`src/rtl/hfn_pkg.sv`:
```
// Shared types and constants of the height-field normal kernel.
package hfn_pkg;

    localparam int HFN_MAX_GRID = 1024;
    localparam int GRID_W       = 11;
    localparam int H_W          = 16;
    localparam int MAG_W        = 16;
    localparam int SQ_W         = 32;
    localparam int SUM_W        = 34;
    localparam int Q_W          = 15;

    localparam logic [GRID_W-1:0] GRID_RESET = 11'd256;
    localparam logic [Q_W-1:0]    Q_UNIT     = 15'd16384;
    // 1.0 in Q8.8, squared
    localparam logic [SQ_W-1:0]   ONE_SQ     = 32'h0001_0000;

    typedef enum logic [3:0] {
        S_IDLE,
        S_RD_UP,
        S_RD_LEFT,
        S_RD_RIGHT,
        S_DIFF,
        S_SQ_X,
        S_SQ_Z,
        S_SUM,
        S_START,
        S_WAIT,
        S_EDGE_WR,
        S_OUT1,
        S_OUT2
    } t_state;

    typedef enum logic [1:0] {
        DS_IDLE,
        DS_DIV,
        DS_SQRT,
        DS_DONE
    } t_ds_state;

    typedef enum logic [1:0] {
        C_X,
        C_Y,
        C_Z
    } t_comp;

    typedef struct packed {
        logic             start;
        logic [SQ_W-1:0]  mag2;
        logic [SUM_W-1:0] sum;
    } t_ds_req;

    typedef struct packed {
        logic           done;
        logic [Q_W-1:0] mag;
    } t_ds_rsp;

endpackage

```
`src/rtl/hfn_divsqrt.sv`:
```
// Shared iterative unit: restoring divide then bit-serial square root, rounded half.
module hfn_divsqrt import hfn_pkg::*; (
    input  logic    i_clk,
    input  logic    i_rst_n,
    input  t_ds_req i_req,
    output t_ds_rsp o_rsp
);

    t_ds_state        r_state, n_state;
    logic [SUM_W-1:0] r_rem,   n_rem;
    logic [SUM_W-1:0] r_sum,   n_sum;
    logic [30:0]      r_dbits, n_dbits;
    logic [30:0]      r_quo,   n_quo;
    logic [4:0]       r_cnt,   n_cnt;
    logic [15:0]      r_root,  n_root;
    logic [16:0]      r_srem,  n_srem;
    logic [31:0]      r_rad,   n_rad;

    logic [SUM_W:0]   w_dsh;
    logic             w_dge;
    logic [SUM_W:0]   w_dsub;
    logic [18:0]      w_sacc;
    logic [18:0]      w_trial;
    logic             w_sge;
    logic [18:0]      w_ssub;
    logic [16:0]      w_round;

    always_comb begin
        w_dsh   = {r_rem, r_dbits[30]};
        w_dge   = w_dsh >= {1'b0, r_sum};
        w_dsub  = w_dsh - {1'b0, r_sum};
        w_sacc  = {r_srem, r_rad[31:30]};
        w_trial = {1'b0, r_root, 2'b01};
        w_sge   = w_sacc >= w_trial;
        w_ssub  = w_sacc - w_trial;
        w_round = {1'b0, r_root} + 17'd1;
    end

    always_comb begin
        n_state = r_state;
        n_rem   = r_rem;
        n_sum   = r_sum;
        n_dbits = r_dbits;
        n_quo   = r_quo;
        n_cnt   = r_cnt;
        n_root  = r_root;
        n_srem  = r_srem;
        n_rad   = r_rad;
        unique case (r_state)
            DS_IDLE: begin
                if (i_req.start) begin
                    // dividend is mag2 << 30; top bits seed the remainder
                    n_rem   = {3'b000, i_req.mag2[SQ_W-1:1]};
                    n_dbits = {i_req.mag2[0], 30'd0};
                    n_sum   = i_req.sum;
                    n_quo   = '0;
                    n_cnt   = 5'd30;
                    n_state = DS_DIV;
                end
            end
            DS_DIV: begin
                n_rem   = w_dge ? w_dsub[SUM_W-1:0] : w_dsh[SUM_W-1:0];
                n_quo   = {r_quo[29:0], w_dge};
                n_dbits = {r_dbits[29:0], 1'b0};
                n_cnt   = r_cnt - 5'd1;
                if (r_cnt == 5'd0) begin
                    n_rad   = {1'b0, n_quo};
                    n_srem  = '0;
                    n_root  = '0;
                    n_cnt   = 5'd15;
                    n_state = DS_SQRT;
                end
            end
            DS_SQRT: begin
                n_srem = w_sge ? w_ssub[16:0] : w_sacc[16:0];
                n_root = {r_root[14:0], w_sge};
                n_rad  = {r_rad[29:0], 2'b00};
                n_cnt  = r_cnt - 5'd1;
                if (r_cnt == 5'd0) begin
                    n_state = DS_DONE;
                end
            end
            DS_DONE: begin
                n_state = DS_IDLE;
            end
            default: begin
                n_state = DS_IDLE;
            end
        endcase
    end

    always_ff @(posedge i_clk) begin
        if (!i_rst_n) begin
            r_state <= DS_IDLE;
        end else begin
            r_state <= n_state;
        end
    end

    always_ff @(posedge i_clk) begin
        r_rem   <= n_rem;
        r_sum   <= n_sum;
        r_dbits <= n_dbits;
        r_quo   <= n_quo;
        r_cnt   <= n_cnt;
        r_root  <= n_root;
        r_srem  <= n_srem;
        r_rad   <= n_rad;
    end

    // root is the largest m with m*m <= q; result is (root + 1) / 2
    assign o_rsp.done = (r_state == DS_DONE);
    assign o_rsp.mag  = w_round[Q_W:1];

endmodule

```
`config.mk`:
```
export PLATFORM = sky130hd
export DESIGN_NAME = hfn_divsqrt
export DESIGN_NICKNAME = d
export VERILOG_FILES = /design/src/rtl/hfn_pkg.sv /design/src/rtl/hfn_divsqrt.sv
export SDC_FILE = /design/constraint.sdc
export NUM_CORES = 1
export LEC_CHECK = 0
export BUFFER_PORTS_ARGS = -buffer_cell sky130_fd_sc_hd__buf_4
export CORE_ASPECT_RATIO = 0.5
export CORE_MARGIN = 5
export CORE_UTILIZATION = 50
export DETAILED_ROUTE_END_ITERATION = 10
export GPL_TIMING_DRIVEN = 0
export PLACE_DENSITY = 0.72
export SYNTH_ARGS = -nofsm -noshare
export SYNTH_HDL_FRONTEND = slang
export SYNTH_SLANG_ARGS = --single-unit
export TNS_END_PERCENT = 20
```
`constraint.sdc`:
```
create_clock -name i_clk -period 8.7 [get_ports i_clk]
set_clock_uncertainty 0.2 [all_clocks]
set_input_delay 1.74 -clock i_clk [delete_from_list [all_inputs] [get_ports i_clk]]
set_output_delay 1.74 -clock i_clk [all_outputs]
set_load 0.01 [all_outputs]
```
Word-level counts from Yosys, hierarchy flattened
Index checks and enable logic that the tools add are counted.

cells by class
  add/subtract/negate cells = 4
  muxes and demuxes = 21
  eq/ne operators = 6
  order comparisons = 2
  reductions and logical operators = 10

operators with widths
  cell                   number
  $mux 34                2
  $pmux 34 s2            1
  $pmux 32 s2            1
  $pmux 31 s2            1
  $pmux 30 s2            1
  $ge 35x34->1           1
  $mux 17                2
  $pmux 17 s2            1
  $sub 34x34->34         1
  $mux 32                1
  $pmux 16 s2            1
  $mux 31                1
  $mux 30                1
  $ge 19x18->1           1
  $sub 17x17->17         1
  $add 16x1->16 const B  1
  $mux 16                1
  $pmux 5 s3             1
  $mux 5                 2
  $pmux 2 s4             1
  $reduce_and 2->1       4
  $mux 2                 3
  $ne 2x2->1 const B     3
  $logic_not 5->1        1
  7 further kinds        9

storage, ports and cells
  word-level logic and storage cells = 52
  output and inout bits = 16
  register bits = 201
  input port bits = 69

Logic depth before layout (Yosys ltp)
  depth after elaboration = 3
  depth in mapped cells = 13
  mapped depth without buffers = 12

Worst setup path before layout
Ideal clock, no wire load.

  kind = register to register
  start point = register r_state[0]
  end point = register r_rad[0] (enable)
  library setup time = 0.578 ns
  cell stages (with the launch flop) = 6
  path buffers = 1
  data required time = 7.922 ns
  arrival time = 5.765 ns
  path slack = 2.157 ns
  clock period less this slack = 6.543 ns
  cell sequence = dfxtp_1 -> inv_1 -> ha_1 -> clkbuf_1 -> clkinv_1 -> o21ai_0

on the way
  word-level cells in the longest chain between the ends = 3
  elaborated cells on any way between the ends = 5
  classes of those cells = eq/ne (3); reduce/logical (2)

ends and longest elaborated chain
  item                                                                     line                RTL
  from (decl)                                                              hfn_divsqrt.sv:9    t_ds_state r_state, n_state;
  from (signal assigned)                                                   hfn_divsqrt.sv:96   r_state <= n_state;
  $eq 2x1->1 / $eq 2x2->1 (equally long branches)                          hfn_divsqrt.sv:49   unique case (r_state)
  $ne 2x2->1 (no source line) / $reduce_bool 2->1 (equally long branches)  -
  $reduce_and 2->1 (no source line) (*)                                    -
  to (signal assigned)                                                     hfn_divsqrt.sv:108  r_rad <= n_rad;
  to (decl)                                                                hfn_divsqrt.sv:17   logic [31:0] r_rad, n_rad;

Mark *: on every way between the ends. The rest lies on a longest branch, timed or not.
A chain may end at the register's enable or synchronous reset.

==> results by group <==
Placed design
  • Detailed placement HPWL: 15800 um
  • Placement Cell Area: 0.0112 mm2
  • RD Place Congestion: 0.923
  • PortBufs: 84

Final layout
  • Final #Nets: 1157
  • Final Cell Area: 0.0118 mm2
  • P&R area growth vs syn: 17.3%
  • Fraction of layout cells with a size suffix above 1: 17.8%
  • # diodes: 0
  • # fillers: 1607

Global route
  • Largest net degree at the start of global routing: 36
  • Tot GR Track Use: 19.4%
  • GRT Residual Overflow: 0
  • First-pass GRT wire length: 36000 um
  • Initial antenna violation count: 0
  • Via count of the first global-routing pass: 7363

Detailed routing
  • Post-route ant nets: 0
  • Via density: 5.51
  • DRC: 0
  • First drt pass iteration count: 5
  • DR vias: 7199
  • Routed len/inst: 16.9 um
  • Initial DRC count: 413
  • Routed wire length: 22100 um

Worst setup path
  • Worst setup EP type: primary output
  • Max stage delay on crit path: 0.41 ns
  • R2R depth: 11
  • R2r endpoint: r_rem[32]
  • Worst R2R Start: r_sum[0]
  • Critical Path RT: 6.76 ns
  • Crit start category: flip-flop
  • Critical Path Source: r_root[3]
  • Worst-path cell chain: inv_1 -> nor3_1 -> and3_1 -> nand3_1 -> nor2b_1 -> nand4_1 -> xnor2_1 -> buf_4
  • FF-to-FF setup slack: 5.26 ns
  • Crit path max fanout: 3
  • Slowest cell on the critical path: edfxtp_1
  • Arr. time, crit path: 2.38 ns
  • Crit Path Category: reg -> out

Timing
  • Hold slack: 0.333 ns
  • Fmax: 231 MHz
  • Max transition margin: 39.9%
  • Post-route minimum period: 4.32 ns
  • Final Max Tran Viols: 0
  • Period utilization: 49.7%
  • RSZ-0062 raised after global routing: false
  • Final setup viols: 0
  • Final Hold Violating Endpoints: 0
  • Worst-Margin Slew: 0.901 ns

Die
  • Die H: 110 um
  • Ports: 85
  • Full die area: 0.0233 mm2
  • Die width: 211 um
  • Initial Utilization: 51.3%
  • FP Rows: 36
  • Core Region: 0.0196 mm2

Pwr
  • Pwr Density: 398 mW/mm2
  • Pleak: 4.73 nW
  • Total power: 4.70 mW
  • Max rail drop VDD: 185 uV

Run status
  • Status: completed

Clocking
  • CTS tree: built
  • Post-cts sizing count: 0
  • Worst-Skew Late Latency: 0.44 ns
  • Total CTS buffers: 17
  • Hold_buf cts: 0
  • Post-CTS setup buffers: 0
  • CTS Sinks: 171
  • Clock Path Buffers: 2
  • CTS H-tree lvls: 4
  • Clock root cell: clkbuf_16
  • Clk slew on worst S/H paths: 0.08 ns

Synthesis
  • Yosys top cell area share: 50.4%
  • Yosys reg bits: 171
  • Avg Synthesized Cell Area: 10.9 um2
  • Synth cell types: 65
  • Ys async rst share: 0%
  • Top post-synthesis cells by area: edfxtp_1 50%, ha_1 7.3%, xnor2_1 3.8%
  • Yosys top cell by area: edfxtp_1
  • EDFF count, synth: 169
  • Yosys warns: 0
  • Seq/Total Area, Yosys: 50.8%
  • Top_reg_cell synth: edfxtp_1
  • Post-Syn Area: 0.0101 mm2
  • Syn nets: 1050
  • Cells after synthesis: 921

Min path
  • Hold path endpoint: r_rad[31]
  • Min-Delay Path Class: reg -> reg
  • Hold Crit Depth: 1
  • Hold Crit Start: r_rad[29]

Run
  • Max-cap violations: 0
[layer usage]
metal  vias to the layer above  wire (um)  global-route usage [%]
li1                       3549          -                       -
met1                      3455      10100                    25.0
met2                       157      10700                    34.3
met3                        38        960                    3.42
met4                         0        363                    5.55
met5                         -          0                       0
[layout by cell type (no fill, tap or decap), types with 36 or more instances in the layout]
| cell | count |
|---|---|
| a21oi_1 | 70 |
| buf_4 | 85 |
| edfxtp_1 | 169 |
| ha_1 | 59 |
| inv_1 | 70 |
| mux2i_1 | 37 |
| nand2_1 | 44 |
| nor2_1 | 98 |
| o21ai_0 | 36 |
| xnor2_1 | 44 |
[critical path: cells and delay by family, from the launching register on]
family	cells	cell delay, ns
and+or+nand+nor	5	1.14
xor gates and xnor gates	1	0.15
DFF	1	0.41
buffers and inverters	2	0.25
[sequential cells by signal, summed over array words and instances (netlist names)]
signal / count
r_rem: 34
r_sum: 34
r_rad: 32
r_quo: 30
r_srem: 17
r_root: 16
r_cnt: 5
r_state: 2
r_dbits: 1
[how the worst max path moves through the flow]
stage           endpoint  cells after the start
2_1_floorplan   r_rad[0]                      5
3_3_place_gp   r_root[6]                      5
3_5_place_dp   r_quo[21]                      4
4_1_cts        o_rsp[14]                      8
5_1_grt        o_rsp[14]                      8
6_report       o_rsp[14]                      8
[kinds of logic (layout without fill, tap and decap cells)]
logic type                 after synthesis  in the layout  synth area share [%]
adders and majority gates               60             60                  7.52
DFF                                    171            171                  50.8
buffers and inverters                  100            220                  4.18
muxes                                   69             69                  7.25
AOI/OAI and AO/OA                      196            196                  12.6
xor gates and xnor gates                57             57                  4.95
and+or+nand+nor                        268            268                  12.8
[synthesized netlist by cell type, types with 27 or more instances]
cell type  count
xnor2_1       44
nor2_1        98
and2_1        35
ha_1          59
inv_1         70
a21oi_1       70
edfxtp_1     169
mux2i_1       37
nand2_1       44
o21ai_0       37
nand3_1       27
mux2_2        32
[final cells by class]
class	instances	area, um2	area share, %
sequential	171	5110	43.3
multi-input combinational	650	4560	38.6
timing repair buffer	88	733	6.21
clock buffer	17	425	3.60
tap	266	333	2.82
inverter	71	267	2.26
clock inverter	15	224	1.90
buffer	29	155	1.31
[through the flow]
stage	setup WS, ns	utilization, %	instances	setup TNS (ns)
after global routing	4.03	60.2	1307	0
after CTS	4.37	60.2	1307	0
after detailed placement	4.83	56.9	1275	0
after floorplan	2.16	-	921	0
after global placement	-0.458	56.2	1271	-29.57
final	4.38	60.2	1307	0
[report_power, final]
| part | switching [mW] | internal, mW | total (mW) |
|---|---|---|---|
| clock network | 0.365 | 0.471 | 0.836 |
| registers | 0.130 | 1.33 | 1.46 |
| logic | 1.41 | 1.00 | 2.41 |
No activity file was read; power rests on OpenSTA's default activity.
